File: config.mk
export PLATFORM = sky130hd
export DESIGN_NAME = hsv_to_rgb_pixel
export DESIGN_NICKNAME = d
export VERILOG_FILES = /design/src/rtl/hsvrgb_pkg.sv /design/src/rtl/hsvrgb_sector.sv /design/src/rtl/hsvrgb_level.sv /design/src/rtl/hsv_to_rgb_pixel.sv
export SDC_FILE = /design/constraint.sdc
export NUM_CORES = 2
export LEC_CHECK = 0
export BUFFER_PORTS_ARGS = -buffer_cell sky130_fd_sc_hd__buf_2
export CAP_MARGIN = 10
export CORE_ASPECT_RATIO = 1.2
export CORE_MARGIN = 4
export CORE_UTILIZATION = 67
export CTS_CLUSTER_SIZE = 28
export DETAILED_ROUTE_END_ITERATION = 8
export GPL_ROUTABILITY_DRIVEN = 1
export PLACE_DENSITY_LB_ADDON = 0.12
export SYNTH_ARGS = -nofsm -noshare
export SYNTH_HDL_FRONTEND = slang
export SYNTH_SLANG_ARGS = --single-unit
File: constraint.sdc
create_clock -name clk -period 7.4 [get_ports clk]
set_clock_uncertainty 0.2 [all_clocks]
set_input_delay 2.22 -clock clk [delete_from_list [all_inputs] [get_ports clk]]
set_output_delay 2.22 -clock clk [all_outputs]
set_load 0.1 [all_outputs]
File: src/rtl/hsvrgb_pkg.sv
`default_nettype none

package hsvrgb_pkg;

  // common scale of the level arithmetic: 60 degrees times 255
  localparam logic [13:0] LEVEL_SCALE = 14'd15300;
  localparam logic [12:0] LEVEL_HALF  = 13'd7650;
  localparam logic [8:0]  HUE_TURN    = 9'd360;
  localparam logic [5:0]  SECTOR_DEG  = 6'd60;

  // v * factor + half stays below 2^22
  localparam int unsigned PROD_W = 22;

  // floor(x / 15300) = (x * RECIP) >> RECIP_SHIFT, exact for x < 2^22
  localparam int unsigned RECIP_W     = 23;
  localparam int unsigned RECIP_SHIFT = 36;
  localparam logic [RECIP_W-1:0] RECIP = 23'd4491470;
  localparam int unsigned QPROD_W = PROD_W + RECIP_W;

  // hue sector, 60 degrees each
  typedef enum logic [2:0] {
    SEC_RED_YEL = 3'd0,
    SEC_YEL_GRN = 3'd1,
    SEC_GRN_CYN = 3'd2,
    SEC_CYN_BLU = 3'd3,
    SEC_BLU_MAG = 3'd4,
    SEC_MAG_RED = 3'd5
  } sector_t;

  // item after sector split
  typedef struct packed {
    sector_t    sector;
    logic [5:0] rem;
    logic [7:0] sat;
    logic [7:0] val;
    logic       grey;
  } hue_item_t;

  // item after level scaling
  typedef struct packed {
    sector_t    sector;
    logic [7:0] val;
    logic       grey;
    logic [7:0] lvl_p;
    logic [7:0] lvl_q;
    logic [7:0] lvl_t;
  } level_item_t;

endpackage

`default_nettype wire

File: src/rtl/hsvrgb_sector.sv
`default_nettype none

module hsvrgb_sector import hsvrgb_pkg::*; (
  input  logic       clk,
  input  logic       rst_n,
  input  logic       up_valid,
  output logic       up_ready,
  input  logic [8:0] hue,
  input  logic [7:0] sat,
  input  logic [7:0] val,
  output logic       dn_valid,
  input  logic       dn_ready,
  output hue_item_t  dn_item
);

  logic       s1_vld_r;
  logic [8:0] s1_h_r;
  logic [8:0] s1_h_nxt;
  logic [7:0] s1_sat_r;
  logic [7:0] s1_val_r;
  logic       s2_vld_r;
  hue_item_t  s2_item_r;
  hue_item_t  s2_item_nxt;
  logic       s1_rdy;
  logic       s2_rdy;

  // stage enables: a stage loads when empty or when its item moves on
  assign s2_rdy   = ~s2_vld_r | dn_ready;
  assign s1_rdy   = ~s1_vld_r | s2_rdy;
  assign up_ready = s1_rdy;

  // hue below 512, one subtract reduces it
  assign s1_h_nxt = (hue >= HUE_TURN) ? (hue - HUE_TURN) : hue;

  // sector and remainder by compare against the sector bounds
  always_comb begin
    s2_item_nxt.sat  = s1_sat_r;
    s2_item_nxt.val  = s1_val_r;
    s2_item_nxt.grey = (s1_sat_r == 8'd0);
    if (s1_h_r >= 9'd300) begin
      s2_item_nxt.sector = SEC_MAG_RED;
      s2_item_nxt.rem    = 6'(s1_h_r - 9'd300);
    end else if (s1_h_r >= 9'd240) begin
      s2_item_nxt.sector = SEC_BLU_MAG;
      s2_item_nxt.rem    = 6'(s1_h_r - 9'd240);
    end else if (s1_h_r >= 9'd180) begin
      s2_item_nxt.sector = SEC_CYN_BLU;
      s2_item_nxt.rem    = 6'(s1_h_r - 9'd180);
    end else if (s1_h_r >= 9'd120) begin
      s2_item_nxt.sector = SEC_GRN_CYN;
      s2_item_nxt.rem    = 6'(s1_h_r - 9'd120);
    end else if (s1_h_r >= 9'd60) begin
      s2_item_nxt.sector = SEC_YEL_GRN;
      s2_item_nxt.rem    = 6'(s1_h_r - 9'd60);
    end else begin
      s2_item_nxt.sector = SEC_RED_YEL;
      s2_item_nxt.rem    = s1_h_r[5:0];
    end
  end

  // valid bits
  always_ff @(posedge clk) begin
    if (!rst_n) begin
      s1_vld_r <= 1'b0;
      s2_vld_r <= 1'b0;
    end else begin
      if (s1_rdy) s1_vld_r <= up_valid;
      if (s2_rdy) s2_vld_r <= s1_vld_r;
    end
  end

  // payload
  always_ff @(posedge clk) begin
    if (s1_rdy && up_valid) begin
      s1_h_r   <= s1_h_nxt;
      s1_sat_r <= sat;
      s1_val_r <= val;
    end
    if (s2_rdy && s1_vld_r) begin
      s2_item_r <= s2_item_nxt;
    end
  end

  assign dn_valid = s2_vld_r;
  assign dn_item  = s2_item_r;

endmodule

`default_nettype wire

File: src/rtl/hsvrgb_level.sv
`default_nettype none

module hsvrgb_level import hsvrgb_pkg::*; (
  input  logic        clk,
  input  logic        rst_n,
  input  logic        up_valid,
  output logic        up_ready,
  input  hue_item_t   up_item,
  output logic        dn_valid,
  input  logic        dn_ready,
  output level_item_t dn_item
);

  logic              l1_vld_r;
  logic              l2_vld_r;
  logic              l3_vld_r;
  logic              l1_rdy;
  logic              l2_rdy;
  logic              l3_rdy;

  // stage 1: factors
  logic [13:0]       fp_r, fq_r, ft_r;
  logic [13:0]       fp_nxt, fq_nxt, ft_nxt;
  logic [5:0]        rem_inv;
  sector_t           l1_sec_r;
  logic [7:0]        l1_val_r;
  logic              l1_grey_r;

  // stage 2: scaled products with rounding offset
  logic [PROD_W-1:0] pp_r, pq_r, pt_r;
  logic [PROD_W-1:0] pp_nxt, pq_nxt, pt_nxt;
  sector_t           l2_sec_r;
  logic [7:0]        l2_val_r;
  logic              l2_grey_r;

  // stage 3: divide by the scale through the reciprocal
  logic [QPROD_W-1:0] qp, qq, qt;
  level_item_t       l3_item_r;

  assign l3_rdy   = ~l3_vld_r | dn_ready;
  assign l2_rdy   = ~l2_vld_r | l3_rdy;
  assign l1_rdy   = ~l1_vld_r | l2_rdy;
  assign up_ready = l1_rdy;

  assign rem_inv = SECTOR_DEG - up_item.rem;
  assign fp_nxt  = LEVEL_SCALE - (14'(SECTOR_DEG) * 14'(up_item.sat));
  assign fq_nxt  = LEVEL_SCALE - (14'(up_item.sat) * 14'(up_item.rem));
  assign ft_nxt  = LEVEL_SCALE - (14'(up_item.sat) * 14'(rem_inv));

  assign pp_nxt = PROD_W'(l1_val_r) * PROD_W'(fp_r) + PROD_W'(LEVEL_HALF);
  assign pq_nxt = PROD_W'(l1_val_r) * PROD_W'(fq_r) + PROD_W'(LEVEL_HALF);
  assign pt_nxt = PROD_W'(l1_val_r) * PROD_W'(ft_r) + PROD_W'(LEVEL_HALF);

  assign qp = QPROD_W'(pp_r) * QPROD_W'(RECIP);
  assign qq = QPROD_W'(pq_r) * QPROD_W'(RECIP);
  assign qt = QPROD_W'(pt_r) * QPROD_W'(RECIP);

  // valid bits
  always_ff @(posedge clk) begin
    if (!rst_n) begin
      l1_vld_r <= 1'b0;
      l2_vld_r <= 1'b0;
      l3_vld_r <= 1'b0;
    end else begin
      if (l1_rdy) l1_vld_r <= up_valid;
      if (l2_rdy) l2_vld_r <= l1_vld_r;
      if (l3_rdy) l3_vld_r <= l2_vld_r;
    end
  end

  // payload
  always_ff @(posedge clk) begin
    if (l1_rdy && up_valid) begin
      fp_r      <= fp_nxt;
      fq_r      <= fq_nxt;
      ft_r      <= ft_nxt;
      l1_sec_r  <= up_item.sector;
      l1_val_r  <= up_item.val;
      l1_grey_r <= up_item.grey;
    end
    if (l2_rdy && l1_vld_r) begin
      pp_r      <= pp_nxt;
      pq_r      <= pq_nxt;
      pt_r      <= pt_nxt;
      l2_sec_r  <= l1_sec_r;
      l2_val_r  <= l1_val_r;
      l2_grey_r <= l1_grey_r;
    end
    if (l3_rdy && l2_vld_r) begin
      l3_item_r.sector <= l2_sec_r;
      l3_item_r.val    <= l2_val_r;
      l3_item_r.grey   <= l2_grey_r;
      l3_item_r.lvl_p  <= qp[RECIP_SHIFT +: 8];
      l3_item_r.lvl_q  <= qq[RECIP_SHIFT +: 8];
      l3_item_r.lvl_t  <= qt[RECIP_SHIFT +: 8];
    end
  end

  assign dn_valid = l3_vld_r;
  assign dn_item  = l3_item_r;

endmodule

`default_nettype wire

File: src/rtl/hsv_to_rgb_pixel.sv
// channel   | ports                                         | direction
// ----------+-----------------------------------------------+----------
// in        | in_valid, in_ready, in_hue[8:0],              | sink
//           | in_saturation[7:0], in_brightness[7:0]        |
// out       | out_valid, out_ready, out_red[7:0],           | source
//           | out_green[7:0], out_blue[7:0]                 |
//
// One item per cycle while out_ready is high; six register stages lie between
// the accepting edge and out_valid.
// Stages: hue wrap, sector split, factors, products, reciprocal divide,
// channel routing; the reciprocal multiply sets the longest path.
// Synchronous active-low reset clears the valid bits only.
// A low out_ready holds the output register; bubbles upstream still close.
`default_nettype none

module hsv_to_rgb_pixel import hsvrgb_pkg::*; (
  input  logic       clk,
  input  logic       rst_n,
  input  logic       in_valid,
  output logic       in_ready,
  input  logic [8:0] in_hue,
  input  logic [7:0] in_saturation,
  input  logic [7:0] in_brightness,
  output logic       out_valid,
  input  logic       out_ready,
  output logic [7:0] out_red,
  output logic [7:0] out_green,
  output logic [7:0] out_blue
);

  logic        sec_valid;
  logic        sec_ready;
  hue_item_t   sec_item;
  logic        lvl_valid;
  logic        lvl_ready;
  level_item_t lvl_item;

  logic        out_vld_r;
  logic [7:0]  red_r, green_r, blue_r;
  logic [7:0]  red_nxt, green_nxt, blue_nxt;

  hsvrgb_sector u_sector (
    .clk      (clk),
    .rst_n    (rst_n),
    .up_valid (in_valid),
    .up_ready (in_ready),
    .hue      (in_hue),
    .sat      (in_saturation),
    .val      (in_brightness),
    .dn_valid (sec_valid),
    .dn_ready (sec_ready),
    .dn_item  (sec_item)
  );

  hsvrgb_level u_level (
    .clk      (clk),
    .rst_n    (rst_n),
    .up_valid (sec_valid),
    .up_ready (sec_ready),
    .up_item  (sec_item),
    .dn_valid (lvl_valid),
    .dn_ready (lvl_ready),
    .dn_item  (lvl_item)
  );

  assign lvl_ready = ~out_vld_r | out_ready;

  // route levels to channels by sector
  always_comb begin
    red_nxt   = lvl_item.val;
    green_nxt = lvl_item.val;
    blue_nxt  = lvl_item.val;
    if (!lvl_item.grey) begin
      case (lvl_item.sector)
        SEC_RED_YEL: begin
          red_nxt = lvl_item.val;   green_nxt = lvl_item.lvl_t; blue_nxt = lvl_item.lvl_p;
        end
        SEC_YEL_GRN: begin
          red_nxt = lvl_item.lvl_q; green_nxt = lvl_item.val;   blue_nxt = lvl_item.lvl_p;
        end
        SEC_GRN_CYN: begin
          red_nxt = lvl_item.lvl_p; green_nxt = lvl_item.val;   blue_nxt = lvl_item.lvl_t;
        end
        SEC_CYN_BLU: begin
          red_nxt = lvl_item.lvl_p; green_nxt = lvl_item.lvl_q; blue_nxt = lvl_item.val;
        end
        SEC_BLU_MAG: begin
          red_nxt = lvl_item.lvl_t; green_nxt = lvl_item.lvl_p; blue_nxt = lvl_item.val;
        end
        default: begin
          red_nxt = lvl_item.val;   green_nxt = lvl_item.lvl_p; blue_nxt = lvl_item.lvl_q;
        end
      endcase
    end
  end

  // output register
  always_ff @(posedge clk) begin
    if (!rst_n) begin
      out_vld_r <= 1'b0;
    end else if (lvl_ready) begin
      out_vld_r <= lvl_valid;
    end
  end

  always_ff @(posedge clk) begin
    if (lvl_ready && lvl_valid) begin
      red_r   <= red_nxt;
      green_r <= green_nxt;
      blue_r  <= blue_nxt;
    end
  end

  assign out_valid = out_vld_r;
  assign out_red   = red_r;
  assign out_green = green_r;
  assign out_blue  = blue_r;

endmodule

`default_nettype wire

==> run_results.csv <==
group,metric,value,unit
outcome,status,"completed",
drt,wl_per_cell,17.8,um
grt,grt_pass1_wl,149,mm
clocking,clockBufferDepth,3,
logic_synthesis,async_flop_share,0,%
die,die_x,236,um
timing,hold_violations,0,
logic_synthesis,synth_warnings,0,
clocking,cts_root_buffer,"clkbuf_16",
grt,track_usage,27.4,%
place,port-buffer-count,54,
worst_setup_path,crit_fanout,7,
worst_setup_path,worstSetupPathType,"register to register",
grt,overflow,0,
drt,drt_first_iter_violations,1169,
timing,finalMaxSlewViolations,0,
timing,fmax,155,MHz
cells_and_area,n_antenna_cell,0,
timing,fin_ws,0.944,ns
grt,use_met2,48.4,%
logic_synthesis,synth_edf_count,237,
timing,setup_viol,0,
worst_setup_path,path_buf_inv,4,
timing,max_slew_margin,28.3,%
place,pre_cts_ws,0.982,ns
worst_setup_path,worstPathCellList,"ha_1, fa_1, inv_1, fa_1, inv_1, ha_1, inv_1, fa_1, inv_1, fa_1, fa_1, ha_1, a21oi_1, nor2_1, a211oi_1, o2111ai_1, o21ai_0, o2bb2ai_1, nor4_1, a311oi_1",
worst_setup_path,slowest_stage,"edfxtp_1",
logic_synthesis,synth_cells,4049,
grt,antenna_found_initial,0,
die,initial_utilization,67.6,%
clocking,cts_setup_buffers,0,
job,cap_violations,0,
die,core-area,61900,sq um
logic_synthesis,avgSynthCellArea,10.3,sq um
worst_setup_path,cpLargestDelayFamily,"adder cells",
timing,tns,0,ns
timing,final.period_utilization,87.2,%
clocking,htreeDepth,1,
place,post-dp-hpwl,75.4,mm
cells_and_area,area_delta_synth_final,5.10,%
clocking,cts.sink_count,243,
logic_synthesis,ys.flop_type,"edfxtp_1",
worst_setup_path,max_stage_delay,0.57,ns
worst_setup_path,critical_path_required,7.50,ns
die,die_h,282,um
grt,grt-busiest-layer,"met2",
cells_and_area,nets,5562,
clocking,cts_hold_buffers,0,
timing,rsz0062_at_grt,"false",
drt,wl,87.7,mm
timing,fin_crit,6.46,ns
cells_and_area,final_area,44000,sq um
grt,grt_start_max_net_pins,52,
worst_hold_path,hold_class,"register to register",
logic_synthesis,seq_area_frac_synth,17.3,%
drt,via_per_inst,5.69,
worst_setup_path,cp-end-kind,"register",
worst_setup_path,crit_top_cell,"fa_1",
logic_synthesis,syn_area,41900,sq um
die,design.die.area,66600,sq um
cells_and_area,drive_gt1_share,3.58,%
die,io_pins,55,
drt,num_vias,28000,
clocking,clk_pin_slew_worst_paths,0.06,ns
clocking,cts_tree,"done",
logic_synthesis,syn_nets,5521,
place,gp_congestion,0.933,
clocking,cts_resized,0,
worst_setup_path,arrival,6.55,ns
die,rows,100,
worst_setup_path,worst_setup_path_start_kind,"register",
clocking,clk_latency,0.60,ns
grt,grt_use_met1,36.0,%
place,dpl_cell_area,43200,sq um
drt,first_pass_iters,5,
grt,grt_pass1_vias,30200,
grt,grt_util_met3,3.12,%
timing,max_slew.worst_pin.slew,1.07,ns
logic_synthesis,ys_seq_elements,243,
clocking,numCtsBuffers,27,
logic_synthesis,synthDistinctLibCells,71,
drt,final_antenna_net_count,0,
drt,route.detailed.drc,0,
-- metal layers --
| layer | wire, um | vias to the layer above | share of wire (%) |
|---|---|---|---|
| met5 | 0 | - | 0 |
| met2 | 43300 | 588 | 49 |
| met3 | 3720 | 125 | 4.2 |
| li1 | - | 13400 | - |
| met4 | 2850 | 0 | 3.2 |
| met1 | 37800 | 13900 | 43 |
-- worst reg2reg max path: stages, from the launching register on --
cell	delay, ns
edfxtp_1	0.57
ha_1	0.41
fa_1	0.52
inv_1	0.06
fa_1	0.53
inv_1	0.04
ha_1	0.26
inv_1	0.05
fa_1	0.53
inv_1	0.05
fa_1	0.49
fa_1	0.43
ha_1	0.34
a21oi_1	0.19
nor2_1	0.06
a211oi_1	0.28
o2111ai_1	0.13
o21ai_0	0.49
o2bb2ai_1	0.21
nor4_1	0.27
a311oi_1	0.08
-- cells in the mapped netlist, drive strengths merged (27+ instances only) --
library cell / n / area, sq um
nor2: 97 / 364
o21a: 33 / 248
inv: 808 / 3030
ha: 836 / 10500
xnor2: 89 / 780
o21ai: 108 / 541
edfxtp: 237 / 7120
nand4: 27 / 169
nand3: 29 / 145
and2: 215 / 1350
fa: 607 / 12200
a21oi: 196 / 988
a21o: 65 / 488
xor2: 37 / 324
nand2: 304 / 1140
clkbuf: 62 / 233
mux2i: 30 / 300
-- registers in the layout (all words and copies together) (netlist names), 3 cells and up --
signal / flops
u_level.l2_val_r: 8
u_sector.dn_item: 26
out_green: 8
out_red: 8
u_level.fp_r: 12
u_level.ft_r: 14
u_level.fq_r: 13
u_level.pq_r: 21
u_level.dn_item: 36
u_sector.s1_val_r: 8
out_blue: 8
u_level.pp_r: 20
u_sector.s1_sat_r: 8
u_level.l1_sec_r: 3
u_level.l1_val_r: 8
u_sector.s1_h_r: 9
u_level.l2_sec_r: 3
u_level.pt_r: 22
-- placed cells by master (no fill, tap or decap), drive strengths merged, types with 27 or more instances in the layout --
cell / instances
a21o: 65
a21oi: 196
and2: 215
buf: 79
clkbuf: 32
edfxtp: 237
fa: 607
ha: 836
inv: 811
mux2i: 30
nand2: 304
nand3: 29
nand4: 27
nor2: 97
o21a: 33
o21ai: 108
xnor2: 89
xor2: 37
-- through the flow --
stage / instances / util (%) / hold WS (ns)
floorplan: 4049 / - / 0.200
global placement: 4877 / 69.7 / 0.202
detailed placement: 4877 / 69.7 / 0.205
CTS: 4926 / 71.1 / 0.206
global route: 4926 / 71.1 / 0.215
finish: 4926 / 71.1 / 0.205
-- path summary, 6_finish.rpt --
path	from	end	slack, ns	depth (start not counted)
max	u_level.pq_r[13]$_DFFE_PP_	u_level.dn_item[15]$_DFFE_PP_	0.94	20
min	u_level.l2_sec_r[0]$_DFFE_PP_	u_level.dn_item[33]$_DFFE_PP_	0.20	0
max reg2reg	u_level.pq_r[13]$_DFFE_PP_	u_level.dn_item[15]$_DFFE_PP_	0.94	20
min reg2reg	u_level.l2_sec_r[0]$_DFFE_PP_	u_level.dn_item[33]$_DFFE_PP_	0.20	0
-- logic make-up (layout without fill, tap and decap cells) --
kind of cell / count (synthesis) / count (layout) / share of synthesized area (%)
AOI/OAI and AO/OA: 548 / 548 / 8.30
xor gates and xnor gates: 126 / 126 / 2.63
adders and majority gates: 1443 / 1443 / 54.0
buffers and inverters: 875 / 936 / 7.84
DFF: 243 / 243 / 17.3
muxes: 30 / 30 / 0.717
and+or+nand+nor: 784 / 784 / 9.25
-- layout make-up --
| type | count | area (sq um) |
|---|---|---|
| Multi-Input combinational cell | 2931 | 31400 |
| Fill cell | 4634 | 17900 |
| Sequential cell | 243 | 7240 |
| Inverter | 808 | 3030 |
| Tap cell | 816 | 1020 |
| Clock buffer | 32 | 716 |
| Timing Repair Buffer | 79 | 458 |
| Clock inverter | 17 | 154 |
Power is not shown: default switching activity piles up to over one toggle a cycle in this logic, so the estimate is an artifact.
